$ cat config.mk
export PLATFORM = sky130hd
export DESIGN_NAME = percent_sequence_decoder_utf8
export DESIGN_NICKNAME = d
export VERILOG_FILES = /design/src/rtl/core/pscd_pkg.sv /design/src/rtl/core/percent_sequence_decoder_utf8.sv /design/src/rtl/core/pscd_lookahead.sv /design/src/rtl/core/pscd_code_unit.sv
export SDC_FILE = /design/constraint.sdc
export NUM_CORES = 1
export LEC_CHECK = 0
export ABC_AREA = 0
export BUFFER_PORTS_ARGS = -buffer_cell sky130_fd_sc_hd__buf_4
export CAP_MARGIN = 20
export CORE_ASPECT_RATIO = 0.75
export CORE_MARGIN = 4
export CORE_UTILIZATION = 34
export DETAILED_ROUTE_END_ITERATION = 8
export PLACE_DENSITY_LB_ADDON = 0.05
export SLEW_MARGIN = 40
export SYNTH_ARGS = -nofsm -noshare
export SYNTH_HDL_FRONTEND = slang
export SYNTH_SLANG_ARGS = --single-unit
$ cat constraint.sdc
create_clock -name clk -period 3.7 [get_ports clk]
set_input_delay 0.185 -clock clk [delete_from_list [all_inputs] [get_ports clk]]
set_output_delay 0.185 -clock clk [all_outputs]
set_load 0.02 [all_outputs]
$ cat src/rtl/core/pscd_pkg.sv
// Shared types, character constants and the hex digit decoder of the percent decoder.
`timescale 1ns / 1ps
`default_nettype none

package pscd_pkg;

    // Characters the decoder emits or matches
    localparam logic [7:0] CH_PCT   = 8'h25;
    localparam logic [7:0] CH_QMARK = 8'h3F;
    localparam logic [7:0] CH_ZERO  = 8'h30;

    // Sequencer states, one-hot
    typedef enum logic [6:0] {
        ST_IDLE = 7'b0000001,
        ST_PCT  = 7'b0000010,
        ST_ZERO = 7'b0000100,
        ST_BUF  = 7'b0001000,
        ST_CHAR = 7'b0010000,
        ST_CODE = 7'b0100000,
        ST_UTF  = 7'b1000000
    } state_t;

    // Control of the shared code accumulator
    typedef struct packed {
        logic clear;
        logic step;
    } code_ctl_t;

    // Result of a hex digit lookup
    typedef struct packed {
        logic       ok;
        logic [3:0] val;
    } hex_t;

    function automatic hex_t hex_digit(input logic [7:0] c);
        hex_t h;
        h.ok  = 1'b1;
        h.val = 4'd0;
        case (c) inside
            [8'h30:8'h39]: h.val = 4'(c - 8'h30);
            [8'h61:8'h66]: h.val = 4'(c - 8'h57);
            [8'h41:8'h46]: h.val = 4'(c - 8'h37);
            default:       h.ok  = 1'b0;
        endcase
        return h;
    endfunction

endpackage

`default_nettype wire

$ cat src/rtl/core/percent_sequence_decoder_utf8.sv
// Percent-sequence decoder to UTF-8: escape tracking, emit sequencer and output register.
// Output: a result is in the output register in the cycle after the sequencer emits it.
// Throughput: input stalls outside idle; a literal escape emits %, zeros, digits, pending byte;
// a decoded code folds digits, then emits UTF-8 bytes; one byte leaves per cycle unless stalled.
// Reset: rst_n clears escape state, sequencer and output valid at once; the buffer is not cleared.
`timescale 1ns / 1ps
`default_nettype none

module percent_sequence_decoder_utf8 #(
    parameter int LOOKAHEAD_DEPTH = 10
) (
    input  wire logic       clk,
    input  wire logic       rst_n,
    input  wire logic       in_valid,
    output      logic       in_stall,
    input  wire logic [7:0] in_char,
    input  wire logic       in_end,
    output      logic       out_valid,
    input  wire logic       out_stall,
    output      logic [7:0] out_char,
    output      logic       out_end
);

    localparam int IDX_W = $clog2(LOOKAHEAD_DEPTH);
    localparam int CNT_W = $clog2(LOOKAHEAD_DEPTH + 1);
    localparam int SUM_W = CNT_W + 1;

    pscd_pkg::state_t    state_reg, state_next;
    logic [IDX_W-1:0]    idx_reg, idx_next;
    logic                esc_reg;
    logic [3:0]          zrun_reg;
    logic [CNT_W-1:0]    cnt_reg;
    logic [3:0]          run_z_reg;
    logic [CNT_W-1:0]    run_n_reg;
    logic [7:0]          char_reg;
    logic                char_pend_reg;
    logic                last_reg;
    logic                out_valid_reg;
    logic [7:0]          out_char_reg;
    logic                out_end_reg;

    logic                accept;
    logic                out_ok;
    logic                emit;
    logic [7:0]          emit_byte;
    pscd_pkg::hex_t      in_hex;
    pscd_pkg::hex_t      buf_hex;
    logic [7:0]          buf_rd;
    logic                buf_wr;
    pscd_pkg::code_ctl_t code_ctl;
    logic [1:0]          utf_len;
    logic [7:0]          utf_byte;
    pscd_pkg::state_t    after_run;

    // Accept plan
    logic                p_run;
    logic                p_char;
    logic                p_code;
    logic [7:0]          p_cv;
    logic [3:0]          p_rz;
    logic [CNT_W-1:0]    p_rn;
    logic                p_esc;
    logic [3:0]          p_z;
    logic [CNT_W-1:0]    p_n;

    assign in_stall  = (state_reg != pscd_pkg::ST_IDLE);
    assign accept    = in_valid && !in_stall;
    assign out_ok    = !out_valid_reg || !out_stall;
    assign out_valid = out_valid_reg;
    assign out_char  = out_char_reg;
    assign out_end   = out_end_reg;
    assign in_hex    = pscd_pkg::hex_digit(in_char);
    assign buf_hex   = pscd_pkg::hex_digit(buf_rd);

    // Decide the escape update and the emit job for the incoming item
    always_comb
    begin
        logic [3:0]       zi;
        logic [CNT_W-1:0] ni;
        logic [SUM_W-1:0] hx;
        logic [SUM_W-1:0] need;

        zi     = zrun_reg + 4'd1;
        ni     = (cnt_reg < CNT_W'(LOOKAHEAD_DEPTH)) ? cnt_reg + CNT_W'(1) : cnt_reg;
        hx     = SUM_W'(zrun_reg[0]) + SUM_W'(ni);
        need   = SUM_W'({zrun_reg[3:1], 1'b0}) + SUM_W'(2);
        p_run  = 1'b0;
        p_char = 1'b0;
        p_code = 1'b0;
        p_cv   = in_char;
        p_rz   = 4'd0;
        p_rn   = '0;
        p_esc  = 1'b0;
        p_z    = 4'd0;
        p_n    = '0;
        buf_wr = 1'b0;

        if (!esc_reg)
        begin
            if (in_char == pscd_pkg::CH_PCT)
            begin
                // Trailing percent goes out alone
                p_run = in_end;
                p_esc = 1'b1;
            end
            else
            begin
                p_char = 1'b1;
            end
        end
        else if (!in_hex.ok)
        begin
            p_run = 1'b1;
            p_rz  = zrun_reg;
            p_rn  = cnt_reg;
            if ((zrun_reg == 4'd0) && (cnt_reg == '0))
            begin
                p_char = 1'b1;
            end
            else if (in_char != pscd_pkg::CH_PCT)
            begin
                p_char = 1'b1;
            end
            else if (in_end)
            begin
                p_char = 1'b1;
            end
            else
            begin
                // Stopping percent opens a fresh escape
                p_esc = 1'b1;
            end
        end
        else if ((cnt_reg == '0) && (in_char == pscd_pkg::CH_ZERO))
        begin
            if (zi[3] || in_end)
            begin
                p_run = 1'b1;
                p_rz  = zi;
            end
            else
            begin
                p_esc = 1'b1;
                p_z   = zi;
            end
        end
        else
        begin
            buf_wr = (cnt_reg < CNT_W'(LOOKAHEAD_DEPTH));
            p_rn   = ni;
            if (hx >= need)
            begin
                if (zrun_reg[3:2] != 2'd0)
                begin
                    p_char = 1'b1;
                    p_cv   = pscd_pkg::CH_QMARK;
                end
                else
                begin
                    p_code = 1'b1;
                end
            end
            else if (in_end)
            begin
                p_run = 1'b1;
                p_rz  = zrun_reg;
            end
            else
            begin
                p_esc = 1'b1;
                p_z   = zrun_reg;
                p_n   = ni;
            end
        end

        // Final byte closes any escape
        if (in_end)
        begin
            p_esc = 1'b0;
            p_z   = 4'd0;
            p_n   = '0;
        end
    end

    // Step the emit sequencer
    always_comb
    begin
        after_run     = char_pend_reg ? pscd_pkg::ST_CHAR : pscd_pkg::ST_IDLE;
        state_next    = state_reg;
        idx_next      = idx_reg;
        emit          = 1'b0;
        emit_byte     = char_reg;
        code_ctl      = '0;

        case (state_reg)
            pscd_pkg::ST_IDLE:
            begin
                if (accept)
                begin
                    code_ctl.clear = 1'b1;
                    idx_next       = '0;
                    if (p_run)
                    begin
                        state_next = pscd_pkg::ST_PCT;
                    end
                    else if (p_char)
                    begin
                        state_next = pscd_pkg::ST_CHAR;
                    end
                    else if (p_code)
                    begin
                        state_next = pscd_pkg::ST_CODE;
                    end
                end
            end
            pscd_pkg::ST_PCT:
            begin
                if (out_ok)
                begin
                    emit      = 1'b1;
                    emit_byte = pscd_pkg::CH_PCT;
                    idx_next  = '0;
                    if (run_z_reg != 4'd0)
                    begin
                        state_next = pscd_pkg::ST_ZERO;
                    end
                    else if (run_n_reg != '0)
                    begin
                        state_next = pscd_pkg::ST_BUF;
                    end
                    else
                    begin
                        state_next = after_run;
                    end
                end
            end
            pscd_pkg::ST_ZERO:
            begin
                if (out_ok)
                begin
                    emit      = 1'b1;
                    emit_byte = pscd_pkg::CH_ZERO;
                    if (idx_reg == IDX_W'(run_z_reg) - IDX_W'(1))
                    begin
                        idx_next   = '0;
                        state_next = (run_n_reg != '0) ? pscd_pkg::ST_BUF : after_run;
                    end
                    else
                    begin
                        idx_next = idx_reg + IDX_W'(1);
                    end
                end
            end
            pscd_pkg::ST_BUF:
            begin
                if (out_ok)
                begin
                    emit      = 1'b1;
                    emit_byte = buf_rd;
                    if (CNT_W'(idx_reg) == run_n_reg - CNT_W'(1))
                    begin
                        idx_next   = '0;
                        state_next = after_run;
                    end
                    else
                    begin
                        idx_next = idx_reg + IDX_W'(1);
                    end
                end
            end
            pscd_pkg::ST_CHAR:
            begin
                if (out_ok)
                begin
                    emit       = 1'b1;
                    emit_byte  = char_reg;
                    state_next = pscd_pkg::ST_IDLE;
                end
            end
            pscd_pkg::ST_CODE:
            begin
                code_ctl.step = 1'b1;
                if (CNT_W'(idx_reg) == run_n_reg - CNT_W'(1))
                begin
                    idx_next   = '0;
                    state_next = pscd_pkg::ST_UTF;
                end
                else
                begin
                    idx_next = idx_reg + IDX_W'(1);
                end
            end
            pscd_pkg::ST_UTF:
            begin
                if (out_ok)
                begin
                    emit      = 1'b1;
                    emit_byte = utf_byte;
                    if (idx_reg == IDX_W'(utf_len) - IDX_W'(1))
                    begin
                        idx_next   = '0;
                        state_next = pscd_pkg::ST_IDLE;
                    end
                    else
                    begin
                        idx_next = idx_reg + IDX_W'(1);
                    end
                end
            end
            default:
            begin
                state_next = pscd_pkg::ST_IDLE;
                idx_next   = '0;
            end
        endcase
    end

    // Hold control and escape state
    always_ff @(posedge clk or negedge rst_n)
    begin
        if (!rst_n)
        begin
            state_reg     <= pscd_pkg::ST_IDLE;
            idx_reg       <= '0;
            esc_reg       <= 1'b0;
            zrun_reg      <= 4'd0;
            cnt_reg       <= '0;
            char_pend_reg <= 1'b0;
            last_reg      <= 1'b0;
            out_valid_reg <= 1'b0;
        end
        else
        begin
            state_reg <= state_next;
            idx_reg   <= idx_next;
            if (accept)
            begin
                esc_reg       <= p_esc;
                zrun_reg      <= p_z;
                cnt_reg       <= p_n;
                char_pend_reg <= p_char;
                last_reg      <= in_end;
            end
            if (emit)
            begin
                out_valid_reg <= 1'b1;
            end
            else if (!out_stall)
            begin
                out_valid_reg <= 1'b0;
            end
        end
    end

    // Latch job payload and output byte
    always_ff @(posedge clk)
    begin
        if (accept)
        begin
            run_z_reg <= p_rz;
            run_n_reg <= p_rn;
            char_reg  <= p_cv;
        end
        if (emit)
        begin
            out_char_reg <= emit_byte;
            out_end_reg  <= last_reg && (state_next == pscd_pkg::ST_IDLE);
        end
    end

    // Read ahead at the next walk index so the entry is ready with the state
    pscd_lookahead #(
        .DEPTH (LOOKAHEAD_DEPTH)
    ) u_lookahead (
        .clk     (clk),
        .wr_en   (accept && buf_wr),
        .wr_idx  (cnt_reg[IDX_W-1:0]),
        .wr_data (in_char),
        .rd_idx  (idx_next),
        .rd_data (buf_rd)
    );

    pscd_code_unit u_code_unit (
        .clk      (clk),
        .ctl      (code_ctl),
        .digit    (buf_hex.val),
        .byte_sel (idx_reg[1:0]),
        .utf_len  (utf_len),
        .utf_byte (utf_byte)
    );

`ifndef ASSERT_OFF
    // Outside an escape no zeros or digits are held
    a_idle_escape_clear: assert property (@(posedge clk) disable iff (!rst_n)
        !esc_reg |-> ((zrun_reg == 4'd0) && (cnt_reg == '0)))
        else $error("held run outside escape");

    // An escape never holds eight zeros or more than eight digits
    a_run_bounds: assert property (@(posedge clk) disable iff (!rst_n)
        (zrun_reg < 4'd8) && (cnt_reg <= CNT_W'(8)))
        else $error("escape run out of bounds");

    // A final byte leaves no escape open
    a_end_closes: assert property (@(posedge clk) disable iff (!rst_n)
        (accept && in_end) |=> !esc_reg)
        else $error("escape open after final byte");

    // Buffer walks always have at least one entry
    a_walk_nonempty: assert property (@(posedge clk) disable iff (!rst_n)
        ((state_reg == pscd_pkg::ST_BUF) || (state_reg == pscd_pkg::ST_CODE))
        |-> (run_n_reg != '0))
        else $error("empty buffer walk");

    // A new result never lands on one still waiting
    a_no_overwrite: assert property (@(posedge clk) disable iff (!rst_n)
        emit |-> (!out_valid_reg || !out_stall))
        else $error("output register overwritten");
`endif

endmodule

`default_nettype wire

$ cat src/rtl/core/pscd_lookahead.sv
// Lookahead buffer holding the hex digits that follow the leading zeros of an escape.
`timescale 1ns / 1ps
`default_nettype none

module pscd_lookahead #(
    parameter int DEPTH = 10
) (
    input  wire logic                       clk,
    input  wire logic                       wr_en,
    input  wire logic [$clog2(DEPTH)-1:0]   wr_idx,
    input  wire logic [7:0]                 wr_data,
    input  wire logic [$clog2(DEPTH)-1:0]   rd_idx,
    output      logic [7:0]                 rd_data
);

    logic [7:0] buf_mem [DEPTH];
    logic [7:0] rd_data_reg;

    // Store one digit per accepted item
    always_ff @(posedge clk)
    begin
        if (wr_en)
        begin
            buf_mem[wr_idx] <= wr_data;
        end
    end

    // Register the entry the sequencer walks next; pass a digit stored at the same edge
    always_ff @(posedge clk)
    begin
        if (wr_en && (wr_idx == rd_idx))
        begin
            rd_data_reg <= wr_data;
        end
        else
        begin
            rd_data_reg <= buf_mem[rd_idx];
        end
    end

    assign rd_data = rd_data_reg;

endmodule

`default_nettype wire

$ cat src/rtl/core/pscd_code_unit.sv
// Shared shift-accumulate unit that folds hex digits into a code and splits it into UTF-8 bytes.
`timescale 1ns / 1ps
`default_nettype none

module pscd_code_unit (
    input  wire logic                clk,
    input  wire pscd_pkg::code_ctl_t ctl,
    input  wire logic [3:0]          digit,
    input  wire logic [1:0]          byte_sel,
    output      logic [1:0]          utf_len,
    output      logic [7:0]          utf_byte
);

    logic [15:0] code_reg;
    logic [15:0] code_next;

    // Shift in one digit per step, keep the low 16 bits
    always_comb
    begin
        code_next = code_reg;
        if (ctl.clear)
        begin
            code_next = 16'd0;
        end
        else if (ctl.step)
        begin
            code_next = {code_reg[11:0], digit};
        end
    end

    always_ff @(posedge clk)
    begin
        code_reg <= code_next;
    end

    // Pick the encoded length and the selected byte
    always_comb
    begin
        if (code_reg < 16'h0080)
        begin
            utf_len = 2'd1;
        end
        else if (code_reg < 16'h0800)
        begin
            utf_len = 2'd2;
        end
        else
        begin
            utf_len = 2'd3;
        end

        utf_byte = code_reg[7:0];
        case (byte_sel)
            2'd0:
            begin
                if (utf_len == 2'd1)
                begin
                    utf_byte = code_reg[7:0];
                end
                else if (utf_len == 2'd2)
                begin
                    utf_byte = {3'b110, code_reg[10:6]};
                end
                else
                begin
                    utf_byte = {4'b1110, code_reg[15:12]};
                end
            end
            2'd1:
            begin
                if (utf_len == 2'd2)
                begin
                    utf_byte = {2'b10, code_reg[5:0]};
                end
                else
                begin
                    utf_byte = {2'b10, code_reg[11:6]};
                end
            end
            2'd2:    utf_byte = {2'b10, code_reg[5:0]};
            default: utf_byte = code_reg[7:0];
        endcase
    end

endmodule

`default_nettype wire
==> results.sh <==
export IMPL_status="finished clean"
export IMPL_hold_path_class="primary input to register"
export IMPL_wl_um=20900
export IMPL_wl_met1_um=10900
export IMPL_end_kind="register"
export IMPL_muxShareOfSynthArea_pct=5.391
export IMPL_grt_max_degree=37
export IMPL_gr_total_overflow=0
export IMPL_num_vias=5716
export IMPL_report_final_slew_viol_count=0
export IMPL_cts_buffer_depth=2
export IMPL_diodes=0
export IMPL_drtAntennaViolNets=0
export IMPL_synth_common_cells="edfxtp_1, nand2_1, a21oi_1"
export IMPL_synth_area_sq_um=7636
export IMPL_synth_top_cell_area_share_pct=41.29
export IMPL_dr_pass1_iters=5
export IMPL_drtIter0Drc=511
export IMPL_final_area_sq_um=8733
export IMPL_numPortBuffers=23
export IMPL_rsz0062_at_grt="false"
export IMPL_clkSinkCount=148
export IMPL_slowest_delay_ns=0.38
export IMPL_p_per_area_nw_per_um2=475.6
export IMPL_cap_viol_max_count=0
export IMPL_die_height_um=137.8
export IMPL_cp_data_arrival_time_ns=3.47
export IMPL_placed_area_sq_um=8135
export IMPL_top_layer="met4"
export IMPL_place_ws_ns=0.2233
export IMPL_dp_hpwl_um=14950
export IMPL_die_x_um=181.0
export IMPL_hold_violations=0
export IMPL_layout_nets=771
export IMPL_drc=0
export IMPL_synth_compound_area_share_pct=15.03
export IMPL_path_class="register to register"
export IMPL_syn_num_nets=749
export IMPL_cts_htree_levels=4
export IMPL_cts_root_buf="clkbuf_16"
export IMPL_slew_headroom_pct=50.42
export IMPL_netlist_instances=714
export IMPL_synth_top_family_by_area="simple AND/OR/NAND/NOR gates"
export IMPL_fmax_mhz=302.8
export IMPL_tns_ns=0
export IMPL_start_kind="register"
export IMPL_required_ns=3.86
export IMPL_setup_ws_ns=0.3978
export IMPL_initial_core_util_pct=34.63
export IMPL_drive_gt1_share_pct=12.28
export IMPL_path_clk_slew_ns=0.06
export IMPL_grt_usage_pct=17.14
export IMPL_worstPathCellList="buf_4 -> ha_1 -> xnor2_1 -> o21ai_0 -> a32oi_1 -> nor3b_1 -> nor2_1 -> ha_1 -> a21o_1 -> o21ai_2 -> and2_1 -> nor3_1 -> buf_4 -> or2_2"
export IMPL_yosys_warnings=0
export IMPL_syn_area_per_cell_sq_um=10.69
export IMPL_clkLatencyLatePin_ns=0.42
export IMPL_antenna_found_initial=0
export IMPL_tightest_slew_ns=0.7426
export IMPL_viasPerCell=5.480
export IMPL_place_congestion=0.9037
export IMPL_die_area_sq_um=24950
export IMPL_wl_met2_um=9037
export IMPL_min_period_over_period_pct=89.25
export IMPL_synthAdderAreaFrac_pct=3.605
export IMPL_utilization_pct=39.60
export IMPL_dr_wl_met3_um=752
export IMPL_synth_xor_area_share_pct=2.523
export IMPL_finalSetupViolations=0
export IMPL_cpMaxStageDelayCell="dfrtp_1"
export IMPL_synth_largest_area_cell="edfxtp_1"
export IMPL_synth_edf_count=105
export IMPL_largest_reg_flops=80
export IMPL_yosys_register_bits=148
export IMPL_io_pins=24
export IMPL_cp_max_fo=7
export IMPL_synth_most_common_cell="edfxtp_1"
export IMPL_cts_made_buffers=17
export IMPL_yosys_top_cells_area="edfxtp_1, dfrtp_1, dfxtp_1"
export IMPL_ys_flop_type="edfxtp_1"
export IMPL_coreArea_sq_um=22050
export IMPL_yosysSeqAreaShare_pct=54.09
export IMPL_async_flop_share_pct=15.54
export IMPL_row_count=47
export IMPL_yosysUniqueCellTypes=71
export IMPL_yosys_area_share_simple_pct=16.17
export IMPL_cts_tree="done"
export IMPL_wl_per_cell_um=20.04
export IMPL_layout_min_cycle_time_ns=3.302
export IMPL_ir_drop_v=0.0003154
export IMPL_grt_pass1_wl_um=32890
export IMPL_grt_pass1_vias=5591
export IMPL_area_growth_pct=14.37
export IMPL_power_leakage_nw=3.024
export IMPL_clock_skew_ns=0.01075
-- final cells by class --
type / instances / area (sq um)
clock buffers: 17 / 425.4
clock inverters: 15 / 153.9
fillers: 2139 / 13320
inverters: 22 / 82.58
multi-input cells: 507 / 3271
flip-flops and latches: 148 / 4130
well taps: 294 / 367.9
repair buffers: 40 / 302.8
-- metrics by stage --
stage	hold slack [ns]	cells	power [mW]
2_1_floorplan	-0.1106	714	2.276
3_3_place_gp	0.1164	1010	2.469
3_5_place_dp	0.1251	1010	2.475
4_1_cts	0.02023	1043	4.192
5_1_grt	0.05381	1043	4.325
6_report	0.05425	1043	4.154
-- path summary, 6_finish.rpt --
path / start / endpoint / slack, ns / cells past startpoint
worst max-delay path: cnt_reg[1] / char_reg[2] / 0.40 / 14
worst min-delay path: in_end / esc_reg / 0.05 / 2
worst max register to register: cnt_reg[1] / char_reg[2] / 0.40 / 14
worst min register to register: u_code_unit.code_reg[3] / u_code_unit.code_reg[7] / 0.47 / 2
max in group asynchronous: rst_n / state_reg[0] / 3.18 / 2
min in group asynchronous: rst_n / out_valid / 0.21 / 2
-- cell usage in the layout, fill, tap and decap left out, types with 8 or more instances in the layout --
cell type / synthesis / routed
o21ai_1: 19 / 20
nor2_1: 37 / 37
clkbuf_16: 0 / 17
a31oi_1: 9 / 9
a21oi_1: 51 / 51
and3_1: 8 / 8
nand2_1: 90 / 90
and2_1: 8 / 8
dfxtp_1: 20 / 20
ha_1: 22 / 22
nor3_1: 22 / 21
edfxtp_1: 105 / 105
o221ai_1: 9 / 9
nand3_1: 19 / 19
xnor2_1: 16 / 16
inv_1: 21 / 21
nand2b_1: 9 / 9
o21ai_0: 35 / 33
dfrtp_1: 22 / 22
mux2i_1: 28 / 28
buf_4: 2 / 39
-- worst max-delay path: cells and delay by family, from the launching register on --
family                     cells  cell delay (ns)
AOI/OAI and AO/OA              4             0.72
xor gates and xnor gates       1             0.13
adders and majority gates      2             0.52
buffers and inverters          2             0.33
DFF                            1             0.38
and+or+nand+nor                5             0.97
-- routing by layer --
layer / vias to the layer above / global-route usage [%]
met1: 2868 / 25.79
met2: 124 / 25.35
met3: 19 / 3.352
li1: 2705 / -
met4: 0 / 4.375
met5: - / 0
-- where the power goes --
| part | leakage (nW) | internal, mW | switching, mW | total [mW] |
|---|---|---|---|---|
| logic | 1.32 | 0.175 | 0.343 | 0.518 |
| registers | 1.43 | 1.87 | 0.0538 | 1.93 |
| clock network | 0.273 | 0.996 | 0.713 | 1.71 |
-- cell families after synthesis --
kind of cell / count (synthesis)
AO/OA/AOI/OAI: 180
multiplexers: 35
buffers and inverters: 59
adder cells (fa/ha/maj): 22
XOR/XNOR: 22
flip-flops: 148
AND/OR/NAND/NOR: 248
-- timing repair --
action	CTS	global route
hold buffers	1	0
buffers inserted	0	0
endpoints found under the hold margin	23	0
gates resized for setup	0	3
setup endpoints to repair	0	18
Note: power is estimated with default switching activity, not from simulation.
